File: src/hw/rtl/ddm_pkg.sv
// decimal digit multiplier: shared types, codes and constants
// no dependencies; used by decimal_digit_multiplier_core and ddm_digit_mac

package ddm_pkg;

	localparam int DIGIT_W = 4;
	localparam int LIMIT_W = 7;
	localparam int APB_DW = 32;
	localparam int APB_AW = 2;

	localparam logic [DIGIT_W-1:0] DIGIT_MAX = 4'd9;
	localparam logic [6:0] RADIX = 7'd10;
	localparam logic [7:0] DIV10_MUL = 8'd205;
	localparam int DIV10_SHIFT = 11;

	localparam logic [LIMIT_W-1:0] LIMIT_RESET = 7'd64;
	localparam logic [APB_AW-1:0] ADDR_DIGIT_LIMIT = 2'd0;

	localparam logic OP_MULTIPLICAND = 1'b0;
	localparam logic OP_MULTIPLIER = 1'b1;

	typedef struct packed {
		logic operation;
		logic [DIGIT_W-1:0] digit;
		logic last;
	} ddm_in_t;

	typedef struct packed {
		logic [DIGIT_W-1:0] product_digit;
		logic last_res;
		logic error;
	} ddm_out_t;

	typedef struct packed {
		logic step;
		logic clear;
		logic acc_zero;
	} ddm_mac_ctl_t;

	// t below 100: quotient by reciprocal multiply, remainder by one subtract
	function automatic logic [7:0] div10(input logic [6:0] t);
		logic [14:0] p;
		logic [3:0] q;
		logic [6:0] r;
		p = {8'd0, t} * {7'd0, DIV10_MUL};
		q = p[14:DIV10_SHIFT];
		r = t - 7'({3'd0, q} * RADIX);
		return {q, r[3:0]};
	endfunction

endpackage

File: src/hw/rtl/decimal_digit_multiplier_core.sv
// decimal digit multiplier top level: operand loading, multiply sequencer, product output
// depends on ddm_pkg, ddm_ram, ddm_digit_mac
//
// usage:
// operand channel (operand_valid/operand_ready/operand) takes one digit per beat,
// least significant first: multiplicand digits, then multiplier digits; the
// multiplier beat with last set starts the multiply. product channel gives
// X_len+Y_len digit beats, least significant first, last_res on the final one,
// or one error beat (digit 0, last_res 1, error 1) if the multiplicand is empty
// or X_len+Y_len reaches min(digit_limit, MAX_DIGITS).
// the multiply runs through a single digit mac fed from registered-read rams:
// a read and a write state per digit pair, a carry state per multiplicand
// digit; then each product digit takes an accumulator read and an output load.
// the operand channel is ready only while no run is in progress and no error
// beat waits to load; the last product beat may still wait in the output
// register while new digits load. a stalled receiver holds the sequencer
// until the output register frees. reset empties both operands, clears the
// output valid flag and sets digit_limit to 64; no ram clearing pass is needed.
// digit_limit is written over the apb port at byte address 0.

module decimal_digit_multiplier_core
	import ddm_pkg::*;
#(
	parameter int MAX_DIGITS = 64
) (
	input  logic              clk,
	input  logic              arst_n,
	input  logic              operand_valid,
	output logic              operand_ready,
	input  ddm_in_t           operand,
	output logic              product_valid,
	input  logic              product_ready,
	output ddm_out_t          product,
	input  logic              psel,
	input  logic              penable,
	input  logic              pwrite,
	input  logic [APB_AW-1:0] paddr,
	input  logic [APB_DW-1:0] pwdata,
	output logic [APB_DW-1:0] prdata,
	output logic              pready
);

	localparam int AW = $clog2(MAX_DIGITS);
	localparam int CW = $clog2(MAX_DIGITS + 1);
	localparam int TW = CW + 1;
	localparam int CMPW = TW + LIMIT_W;

	typedef enum logic [5:0] {
		ST_IDLE    = 6'b000001,
		ST_MUL_RD  = 6'b000010,
		ST_MUL_WR  = 6'b000100,
		ST_CARRY   = 6'b001000,
		ST_EMIT_RD = 6'b010000,
		ST_EMIT_WR = 6'b100000
	} state_t;

	localparam logic [5:0] ST_ERR_CODE = 6'b000000;

	state_t state_q;
	logic err_pend_q;
	logic [LIMIT_W-1:0] limit_q;
	logic [CW-1:0] xcnt_q;
	logic [CW-1:0] ycnt_q;
	logic [AW-1:0] xlast_q;
	logic [AW-1:0] ylast_q;
	logic [AW-1:0] klast_q;
	logic [AW-1:0] i_q;
	logic [AW-1:0] j_q;
	logic [AW-1:0] k_q;
	logic product_valid_q;
	ddm_out_t product_q;

	logic in_beat;
	logic out_free;
	logic out_load;
	ddm_out_t out_next;
	logic [DIGIT_W-1:0] digit_sat;
	logic x_room;
	logic y_room;
	logic x_we;
	logic y_we;
	logic start;
	logic [CW-1:0] yl_next;
	logic [TW-1:0] total_next;
	logic [CMPW-1:0] lim_ext;
	logic [CMPW-1:0] max_ext;
	logic [CMPW-1:0] lim_eff;
	logic run_err;

	logic [AW-1:0] x_raddr;
	logic [AW-1:0] y_raddr;
	logic [AW-1:0] acc_raddr;
	logic [AW-1:0] acc_waddr;
	logic [DIGIT_W-1:0] acc_wdata;
	logic acc_we;
	logic [DIGIT_W-1:0] x_rdata;
	logic [DIGIT_W-1:0] y_rdata;
	logic [DIGIT_W-1:0] acc_rdata;
	logic [DIGIT_W-1:0] mac_sum;
	logic [DIGIT_W-1:0] mac_carry;
	ddm_mac_ctl_t mac_ctl;

	// apb register
	assign pready = 1'b1;
	assign prdata = (paddr == ADDR_DIGIT_LIMIT) ? APB_DW'(limit_q) : '0;

	always_ff @(posedge clk or negedge arst_n) begin
		if (!arst_n) begin
			limit_q <= LIMIT_RESET;
		end else if (psel && penable && pwrite && pready) begin
			limit_q <= pwdata[LIMIT_W-1:0];
		end
	end

	// operand loading and run decision
	assign operand_ready = (state_q == ST_IDLE) && !err_pend_q;
	assign in_beat = operand_valid && operand_ready;
	assign digit_sat = (operand.digit > DIGIT_MAX) ? DIGIT_MAX : operand.digit;
	assign x_room = xcnt_q < CW'(MAX_DIGITS);
	assign y_room = ycnt_q < CW'(MAX_DIGITS);
	assign x_we = in_beat && (operand.operation == OP_MULTIPLICAND) && x_room;
	assign y_we = in_beat && (operand.operation == OP_MULTIPLIER) && y_room;
	assign start = in_beat && (operand.operation == OP_MULTIPLIER) && operand.last;
	assign yl_next = ycnt_q + CW'(y_room);
	assign total_next = TW'(xcnt_q) + TW'(yl_next);
	assign lim_ext = CMPW'(limit_q);
	assign max_ext = CMPW'(MAX_DIGITS);
	assign lim_eff = (lim_ext > max_ext) ? max_ext : lim_ext;
	assign run_err = (xcnt_q == '0) || (CMPW'(total_next) >= lim_eff);

	// output register
	assign out_free = !product_valid_q || product_ready;
	assign product_valid = product_valid_q;
	assign product = product_q;

	always_comb begin
		out_load = 1'b0;
		out_next = '0;
		if (state_q == ST_EMIT_WR) begin
			out_load = 1'b1;
			out_next.product_digit = acc_rdata;
			out_next.last_res = (k_q == klast_q);
			out_next.error = 1'b0;
		end else if (err_pend_q && out_free) begin
			out_load = 1'b1;
			out_next.product_digit = '0;
			out_next.last_res = 1'b1;
			out_next.error = 1'b1;
		end
	end

	always_ff @(posedge clk or negedge arst_n) begin
		if (!arst_n) begin
			product_valid_q <= 1'b0;
		end else if (out_load) begin
			product_valid_q <= 1'b1;
		end else if (product_ready) begin
			product_valid_q <= 1'b0;
		end
	end

	always_ff @(posedge clk) begin
		if (out_load) begin
			product_q <= out_next;
		end
	end

	// ram addressing and mac control
	assign x_raddr = i_q;
	assign y_raddr = j_q;
	assign acc_raddr = (state_q == ST_EMIT_RD) ? k_q : AW'(i_q + j_q);

	always_comb begin
		acc_we = 1'b0;
		acc_waddr = AW'(i_q + j_q);
		acc_wdata = mac_sum;
		mac_ctl = '0;
		mac_ctl.acc_zero = (i_q == '0);
		mac_ctl.clear = start;
		case (state_q)
			ST_MUL_WR: begin
				acc_we = 1'b1;
				mac_ctl.step = 1'b1;
			end
			ST_CARRY: begin
				acc_we = 1'b1;
				acc_waddr = AW'(i_q + ylast_q + AW'(1));
				acc_wdata = mac_carry;
				mac_ctl.clear = 1'b1;
			end
			default: begin
				acc_we = 1'b0;
			end
		endcase
	end

	// sequencer
	always_ff @(posedge clk or negedge arst_n) begin
		if (!arst_n) begin
			state_q <= ST_IDLE;
			err_pend_q <= 1'b0;
			xcnt_q <= '0;
			ycnt_q <= '0;
			xlast_q <= '0;
			ylast_q <= '0;
			klast_q <= '0;
			i_q <= '0;
			j_q <= '0;
			k_q <= '0;
		end else begin
			if (err_pend_q && out_free) begin
				err_pend_q <= 1'b0;
			end
			case (state_q)
				ST_IDLE: begin
					if (x_we) begin
						xcnt_q <= xcnt_q + CW'(1);
					end
					if (y_we) begin
						ycnt_q <= ycnt_q + CW'(1);
					end
					if (start) begin
						xcnt_q <= '0;
						ycnt_q <= '0;
						xlast_q <= AW'(xcnt_q - CW'(1));
						ylast_q <= AW'(yl_next - CW'(1));
						klast_q <= AW'(total_next - TW'(1));
						i_q <= '0;
						j_q <= '0;
						k_q <= '0;
						if (run_err) begin
							err_pend_q <= 1'b1;
						end else begin
							state_q <= ST_MUL_RD;
						end
					end
				end
				ST_MUL_RD: begin
					state_q <= ST_MUL_WR;
				end
				ST_MUL_WR: begin
					if (j_q == ylast_q) begin
						state_q <= ST_CARRY;
					end else begin
						j_q <= j_q + AW'(1);
						state_q <= ST_MUL_RD;
					end
				end
				ST_CARRY: begin
					j_q <= '0;
					if (i_q == xlast_q) begin
						k_q <= '0;
						state_q <= ST_EMIT_RD;
					end else begin
						i_q <= i_q + AW'(1);
						state_q <= ST_MUL_RD;
					end
				end
				ST_EMIT_RD: begin
					if (out_free) begin
						state_q <= ST_EMIT_WR;
					end
				end
				ST_EMIT_WR: begin
					if (k_q == klast_q) begin
						state_q <= ST_IDLE;
					end else begin
						k_q <= k_q + AW'(1);
						state_q <= ST_EMIT_RD;
					end
				end
				default: begin
					state_q <= ST_IDLE;
				end
			endcase
		end
	end

	ddm_ram #(
		.WIDTH(DIGIT_W),
		.DEPTH(MAX_DIGITS)
	) u_x_ram (
		.clk  (clk),
		.we   (x_we),
		.waddr(xcnt_q[AW-1:0]),
		.wdata(digit_sat),
		.raddr(x_raddr),
		.rdata(x_rdata)
	);

	ddm_ram #(
		.WIDTH(DIGIT_W),
		.DEPTH(MAX_DIGITS)
	) u_y_ram (
		.clk  (clk),
		.we   (y_we),
		.waddr(ycnt_q[AW-1:0]),
		.wdata(digit_sat),
		.raddr(y_raddr),
		.rdata(y_rdata)
	);

	ddm_ram #(
		.WIDTH(DIGIT_W),
		.DEPTH(MAX_DIGITS)
	) u_acc_ram (
		.clk  (clk),
		.we   (acc_we),
		.waddr(acc_waddr),
		.wdata(acc_wdata),
		.raddr(acc_raddr),
		.rdata(acc_rdata)
	);

	ddm_digit_mac u_mac (
		.clk      (clk),
		.arst_n   (arst_n),
		.ctl      (mac_ctl),
		.acc_digit(acc_rdata),
		.x_digit  (x_rdata),
		.y_digit  (y_rdata),
		.sum_digit(mac_sum),
		.carry    (mac_carry)
	);

	// assertions
	a_mul_index: assert property (@(posedge clk) disable iff (!arst_n)
		(state_q == ST_MUL_WR) |-> ((i_q <= xlast_q) && (j_q <= ylast_q)))
		else $error("multiply index beyond operand length");

	a_carry_digit: assert property (@(posedge clk) disable iff (!arst_n)
		(mac_carry <= DIGIT_MAX))
		else $error("mac carry above nine");

	a_emit_free: assert property (@(posedge clk) disable iff (!arst_n)
		((state_q == ST_EMIT_WR) || (err_pend_q && state_q != ST_IDLE)) |->
		(state_q == ST_EMIT_WR ? !product_valid_q : 1'b0))
		else $error("product loaded over a waiting beat or error pending mid-run");

	a_error_beat: assert property (@(posedge clk) disable iff (!arst_n)
		(product_valid_q && product_q.error) |->
		(product_q.last_res && (product_q.product_digit == '0)))
		else $error("error beat not final or nonzero");

	a_err_code: assert property (@(posedge clk) disable iff (!arst_n)
		(state_q != ST_ERR_CODE))
		else $error("sequencer state lost");

endmodule

File: src/hw/rtl/ddm_ram.sv
// generic single write port, single read port ram with registered read
// no dependencies

module ddm_ram #(
	parameter int WIDTH = 4,
	parameter int DEPTH = 64
) (
	input  logic                     clk,
	input  logic                     we,
	input  logic [$clog2(DEPTH)-1:0] waddr,
	input  logic [WIDTH-1:0]         wdata,
	input  logic [$clog2(DEPTH)-1:0] raddr,
	output logic [WIDTH-1:0]         rdata
);

	logic [WIDTH-1:0] mem_q [DEPTH];

	always_ff @(posedge clk) begin
		if (we) begin
			mem_q[waddr] <= wdata;
		end
		rdata <= mem_q[raddr];
	end

endmodule

File: src/hw/rtl/ddm_digit_mac.sv
// one decimal digit multiply-accumulate step with carry register
// depends on ddm_pkg

module ddm_digit_mac
	import ddm_pkg::*;
(
	input  logic               clk,
	input  logic               arst_n,
	input  ddm_mac_ctl_t       ctl,
	input  logic [DIGIT_W-1:0] acc_digit,
	input  logic [DIGIT_W-1:0] x_digit,
	input  logic [DIGIT_W-1:0] y_digit,
	output logic [DIGIT_W-1:0] sum_digit,
	output logic [DIGIT_W-1:0] carry
);

	logic [DIGIT_W-1:0] carry_q;
	logic [DIGIT_W-1:0] acc_eff;
	logic [7:0] prod;
	logic [6:0] t;
	logic [7:0] qr;

	assign acc_eff = ctl.acc_zero ? '0 : acc_digit;
	assign prod = {4'd0, x_digit} * {4'd0, y_digit};
	assign t = {3'd0, acc_eff} + prod[6:0] + {3'd0, carry_q};
	assign qr = div10(t);
	assign sum_digit = qr[3:0];
	assign carry = carry_q;

	always_ff @(posedge clk or negedge arst_n) begin
		if (!arst_n) begin
			carry_q <= '0;
		end else if (ctl.clear) begin
			carry_q <= '0;
		end else if (ctl.step) begin
			carry_q <= qr[7:4];
		end
	end

endmodule
File: config.mk
export PLATFORM = sky130hd
export DESIGN_NAME = decimal_digit_multiplier_core
export DESIGN_NICKNAME = d
export VERILOG_FILES = /design/src/hw/rtl/ddm_pkg.sv /design/src/hw/rtl/decimal_digit_multiplier_core.sv /design/src/hw/rtl/ddm_ram.sv /design/src/hw/rtl/ddm_digit_mac.sv
export SDC_FILE = /design/constraint.sdc
export NUM_CORES = 1
export LEC_CHECK = 0
export BUFFER_PORTS_ARGS = -buffer_cell sky130_fd_sc_hd__buf_2
export CORE_ASPECT_RATIO = 0.9
export CORE_MARGIN = 1
export CORE_UTILIZATION = 65
export CTS_BUF_LIST = sky130_fd_sc_hd__clkbuf_2
export CTS_CLUSTER_SIZE = 16
export DETAILED_ROUTE_END_ITERATION = 10
export HOLD_SLACK_MARGIN = 0.12
export PLACE_DENSITY = 0.93
export SLEW_MARGIN = 10
export SYNTH_ARGS = -nofsm -noshare
export SYNTH_HDL_FRONTEND = slang
export SYNTH_SLANG_ARGS = --single-unit
File: constraint.sdc
create_clock -name clk -period 15.7 [get_ports clk]
set_clock_uncertainty 0.15 [all_clocks]
set_input_delay 0 -clock clk [delete_from_list [all_inputs] [get_ports clk]]
set_output_delay 0 -clock clk [all_outputs]
set_load 0.05 [all_outputs]
### Yosys cells after proc, flatten, opt, wreduce, memory -nomap -nowiden

Memory sizes are Yosys's and may differ from the RTL's. A register that Yosys moved wholly into a read port is not among the register bits.
Index checks and enable logic that the tools add are counted.

| storage, ports and cells | value |
|---|---|
| bits in registers | 75 |
| memories | 3 |
| logic and storage cells | 139 |
| RAM bits | 768 |

Memory list:

| name | words | width | read ports | clocked after memory_dff | write ports | line | text |
|---|---|---|---|---|---|---|---|
| u_acc_ram.mem_q | 64 | 4 | 1 | 1 | 1 | ddm_ram.sv:16 | `logic [WIDTH-1:0] mem_q [DEPTH];` |
| u_x_ram.mem_q | 64 | 4 | 1 | 1 | 1 | ddm_ram.sv:16 |  |
| u_y_ram.mem_q | 64 | 4 | 1 | 1 | 1 | ddm_ram.sv:16 |  |

| operators by class | value |
|---|---|
| multiply operators | 3 |
| mux-type cells | 47 |
| reductions and logical operators | 32 |
| eq/ne operators | 16 |
| bitwise operators | 1 |
| $lt $le $gt $ge | 5 |
| $add $sub $neg | 16 |

Operator list:

| kind | count |
|---|---|
| 6-bit two-way mux | 11 |
| 7-bit two-way mux | 6 |
| 6-bit case mux with 3 select lines | 2 |
| 6-bit case mux with 6 select lines | 1 |
| 6-bit by 1-bit adder with 6-bit output, second input constant | 4 |
| 4-bit two-way mux | 6 |
| 6-bit equality test | 3 |
| 6-bit by 1-bit subtractor with 6-bit output, second input constant | 3 |
| 1-bit two-way mux | 17 |
| 7-bit by 8-bit multiplier with 15-bit output, second input constant | 1 |
| 7-bit by 1-bit adder with 7-bit output, second input constant | 2 |
| 7-bit < comparator, second input constant | 2 |
| 2-bit inequality test, second input constant | 7 |
| 6-bit adder | 2 |
| 6-bit case mux with 2 select lines | 1 |
| 1-bit logical AND | 10 |
| 5-bit two-way mux | 2 |
| 2-bit nonzero test | 5 |
| 3-bit AND reduction | 3 |
| 7-bit by 7-bit adder with 8-bit output | 1 |
| 8-bit by 7-bit >= comparator with 1-bit output | 1 |
| 4-bit by 7-bit adder with 7-bit output | 1 |
| 7-bit by 1-bit adder with 7-bit output | 1 |
| 7-bit by 4-bit adder with 7-bit output | 1 |
| other kinds (22) | 27 |

### Depth between registers and ports, before layout

| depth | value |
|---|---|
| depth after elaboration | 8 |
| gate-level depth with buffers | 36 |
| mapped depth without buffers | 33 |

### Hierarchy

From an unflattened synthesis, not the netlist that was laid out.

| unflattened totals | value |
|---|---|
| cells, all modules | 2,311 |
| area, all modules | 38,079.0 µm² |

By module, submodules not included:

| module | times used | area each (µm²) | sequential area each (µm²) | cells each |
|---|---|---|---|---|
| ddm_ram | 3 | 10,407.5 | 7,767.4 | 521 |
| decimal_digit_multiplier_core | 1 | 5,008.6 | 1,809.2 | 543 |
| ddm_digit_mac | 1 | 1,848.0 | 100.1 | 205 |

### Worst setup path before layout

OpenSTA, ideal clock, no wires.

| path | value |
|---|---|
| path type | register to register |
| start | register i_q[0] |
| end | memory u_acc_ram.mem_q[0][3], data pin |
| library setup time | 702 ps |
| setup slack | 4,306 ps |
| path buffers | 3 |
| stages on the path, launching flop included | 35 |
| data arrival time | 10,542 ps |
| path through | dfrtp_1 > clkbuf_1 > buf_2 > buf_1 > inv_1 > ha_1 > nand2_1 > and2_1 > fa_1 > ha_1 > fa_1 > ha_1 > inv_1 > fa_1 > inv_1 > a21o_1 > a21oi_1 > xnor2_1 > ha_1 > ha_1 > fa_1 > fa_1 > ha_1 > a21o_1 > a31oi_1 > o21bai_1 > a31oi_1 > xnor2_1 > ha_1 > inv_1 > fa_1 > xor2_1 > xnor3_1 > xnor2_1 > o21ai_0 |

| between the ends | value |
|---|---|
| word-level cells in the longest chain between the ends | 8 |

Ends and longest elaborated chain:

| item | line | text |
|---|---|---|
| start, declared | decimal_digit_multiplier_core.sv:67 | `logic [AW-1:0] i_q;` |
| start signal, assigned | decimal_digit_multiplier_core.sv:255 | `i_q <= i_q + AW'(1);` |
| 6-bit zero test (*) | decimal_digit_multiplier_core.sv:178 | `mac_ctl.acc_zero = (i_q == '0);` |
| 4-bit two-way mux (*) | ddm_digit_mac.sv:23 | `assign acc_eff = ctl.acc_zero ? '0 : acc_digit;` |
| 4-bit by 7-bit adder with 7-bit output (*) | ddm_digit_mac.sv:25 | `assign t = {3'd0, acc_eff} + prod[6:0] + {3'd0, carry_q};` |
| 7-bit by 4-bit adder with 7-bit output (*) | ddm_digit_mac.sv:25 |  |
| 7-bit by 8-bit multiplier with 15-bit output | ddm_pkg.sv:45 | `p = {8'd0, t} * {7'd0, DIV10_MUL};` |
| 4-bit by 3-bit multiplier with 3-bit output | ddm_pkg.sv:47 | `r = t - 7'({3'd0, q} * RADIX);` |
| 4-bit subtractor (*) | ddm_pkg.sv:47 |  |
| 4-bit two-way mux (*) | decimal_digit_multiplier_core.sv:180 | `case (state_q)` |
| named net acc_wdata[3] | decimal_digit_multiplier_core.sv:94 | `logic [DIGIT_W-1:0] acc_wdata;` |
| end, declared | ddm_ram.sv:16 |  |

Mark *: on every way through the listed nets, which the timed path passes. The rest lies on a longest branch.

### Worst setup path after layout

| path | value |
|---|---|
| start | register i_q[2] |
| end | memory u_acc_ram.mem_q[25][3], data pin |

Same word-level chain as after synthesis.

==> impl_metrics.csv <==
group,metric,value,unit
place,place_congestion,0.898,
setup_path,crit_type,"register to register",
routing,ant_nets,0,
synth,synth-edff-count,774,
sta,fin_crit,10.40,ns
setup_path,critPathMaxStageDelay,0.96,ns
floorplanning,start_util,65.7,%
sta,fmax,96.1,MHz
place,dpl.hpwl,56.7,mm
floorplanning,core_area,57000,sq um
setup_path,path_delay_family,"adder cells",
sta,setup_viol,0,
setup_path,crit_top_cell,"fa_1",
clocking,clock_path_buffers,3,
synth,netlist.area_leader.share,62.1,%
floorplanning,num_rows,83,
routing,vias,24600,
synth,yosys_warnings,0,
clocking,cts_sinks,855,
routing,drt-pass1-iter-count,8,
synth,yosys-top-cells-count,"774 x edfxtp_1, 255 x nand2_1, 246 x nor2_1",
routing,drtIter0Drc,3619,
synth,ys_seq_elements,855,
setup_path,cp_data_required_time,16.60,ns
sta,rsz0062_at_grt,"false",
clocking,clk_latency,1.50,ns
finish,ff_latch_area,25200,sq um
routing,wl_per_cell,29.0,um
floorplanning,die-height,230,um
setup_path,crit_arrival,11.30,ns
sta,slew_headroom,8.45,%
run,drv_cap,0,
finish,multi_input_area,11400,sq um
setup_path,worst-path-max-fanout,64,
hold_path,hold_class,"primary input to output pin",
global_routing,grt_pass1_wl,153,mm
global_routing,grtUsageTotal,36.2,%
synth,ys_async_sr_fraction,8.07,%
sta,tightestPinTransition,1.37,ns
synth,syn_area_per_cell,15.4,sq um
finish,layout-drive-gt1-share,20.9,%
synth,ys_top_cells_by_area,"edfxtp_1 62%, mux4_2 10%, dfrtp_1 4.5%",
synth,seq_area_frac_synth,67.3,%
floorplanning,ios,88,
clocking,h-tree-depth,4,
floorplanning,die_w,255,um
routing,via_per_inst,6.94,
sta,fin_ws,5.30,ns
synth,synth.distinct_cells,77,
setup_path,crit_buf_inv,4,
global_routing,antenna_found_initial,11,
sta,finalHoldViolCount,0,
synth,syn_inst,2434,
global_routing,grt_max_degree,129,
sta,final.setup.tns,0,ns
finish,syn_to_final_growth,8.73,%
setup_path,end_kind,"register",
sta,slew_viol_final,0,
clocking,cts_root_buffer,"clkbuf_2",
routing,drcViolationCount,0,
synth,yosysMostFrequentCell,"edfxtp_1",
place,port_buffers,36,
routing,finalWirelength,103,mm
clocking,cts.clk_slew.worst_paths,0.24,ns
synth,yosysTopAreaCell,"edfxtp_1",
sta,final.period_utilization,66.3,%
finish,final_nets,2780,
clocking,cts_inserted_buffers,191,
setup_path,slowest_stage,"dfrtp_1",
status,status,"finished, final reports clean",
synth,synth_area,37400,sq um
synth,ys.flop_type,"edfxtp_1",
global_routing,grt_pass1_vias,25100,
floorplanning,die_area,58600,sq um
setup_path,worstSetupStartpointType,"register",
clocking,cts_resized,0,
place,dp_slack,5.66,ns
clocking,cts_tree,"built",
global_routing,grt_remaining_overflow,0,
finish,nFillCells,3152,
==> stage by stage <==
step	cells	hold slack [ns]	area, sq um	utilization [%]
2_1_floorplan	2458	-0.446	37500	-
3_3_place_gp	3138	0.0308	38300	67.1
3_5_place_dp	3138	0.0497	38300	67.1
4_1_cts	3540	0.154	40700	71.4
5_1_grt	3543	0.177	40700	71.4
6_report	3547	0.199	40700	71.4
==> per-layer routing <==
layer	wire length [um]	vias to the layer above	GRT usage (%)
met5	26	-	0
met4	7290	4	23.8
met3	13900	612	12.8
met2	49300	2438	56.8
met1	32300	11800	42.2
li1	-	9746	-
==> flip-flops by register name, indices dropped and copies added, names as in the netlist, 4 cells and up <==
| name | flops |
|---|---|
| u_acc_ram.mem_q | 256 |
| u_x_ram.mem_q | 256 |
| u_y_ram.mem_q | 256 |
| limit_q | 7 |
| xcnt_q | 7 |
| ycnt_q | 7 |
| i_q | 6 |
| j_q | 6 |
| k_q | 6 |
| klast_q | 6 |
| product | 6 |
| state_q | 6 |
| xlast_q | 6 |
| ylast_q | 6 |
| u_acc_ram.rdata | 4 |
| u_mac.carry | 4 |
| u_x_ram.rdata | 4 |
| u_y_ram.rdata | 4 |
==> layout by cell type, fill, tap and decap left out, types with 26 or more instances in the layout <==
cell type and n:
nor2_1 246, o21ai_0 47, a21oi_1 34, dfrtp_1 63, a311oi_1 27, nand2_1 254, buf_2 34, nand3_1 62
a211oi_1 30, dlygate4sd3_1 58, mux4_2 168, conb_1 26, edfxtp_1 774, clkinv_1 35, clkbuf_2 286, ha_1 83
inv_1 77, xor2_1 42, and3_1 45, xnor2_1 38
==> path summary, 6_finish.rpt <==
kind / slack, ns / end / cells after the start / startpoint
max in group asynchronous: 14.27 / j_q[5] / 6 / arst_n
max reg2reg: 5.30 / u_acc_ram.mem_q[25][3] / 30 / i_q[2]
min in group asynchronous: 0.63 / limit_q[3] / 6 / arst_n
min reg2reg: 0.39 / klast_q[0] / 2 / klast_q[0]
min: 0.20 / prdata[6] / 3 / paddr[0]
max: 5.30 / u_acc_ram.mem_q[25][3] / 30 / i_q[2]
==> cells by family after synthesis <==
group | Yosys count | share of synthesized area, %
simple gates | 729 | 8.80
fa+ha+maj | 106 | 4.00
xor+xnor | 81 | 1.93
buf+inv | 224 | 2.64
flops | 855 | 67.3
compound gates | 251 | 4.67
mux | 186 | 10.6
other cells | 2 | 0.0201
==> area by class of cell <==
| cell class | count | share of cell area (%) |
|---|---|---|
| sequential | 855 | 61.9 |
| multi-input combinational | 1379 | 28.0 |
| clock buffer | 286 | 3.52 |
| timing repair buffer | 123 | 2.55 |
| tap | 765 | 2.35 |
| clock inverter | 55 | 0.882 |
| inverter | 77 | 0.710 |
| antenna | 7 | 0.0430 |
==> worst reg2reg max path, delay by kind of cell (launching register included) <==
| family | cells | cell delay, ns |
|---|---|---|
| DFF | 1 | 0.96 |
| adders and majority gates | 11 | 4.52 |
| xor gates and xnor gates | 5 | 1.22 |
| buffers and inverters | 4 | 0.81 |
| and+or+nand+nor | 3 | 1.02 |
| AOI/OAI and AO/OA | 7 | 1.29 |
==> timing repair <==
action	in CTS	in global routing
hold endpoints to repair	1168	0
buffers inserted	0	0
hold buffers	61	0
Power is not shown: default switching activity piles up to over one toggle a cycle in this logic, so the estimate is an artifact.
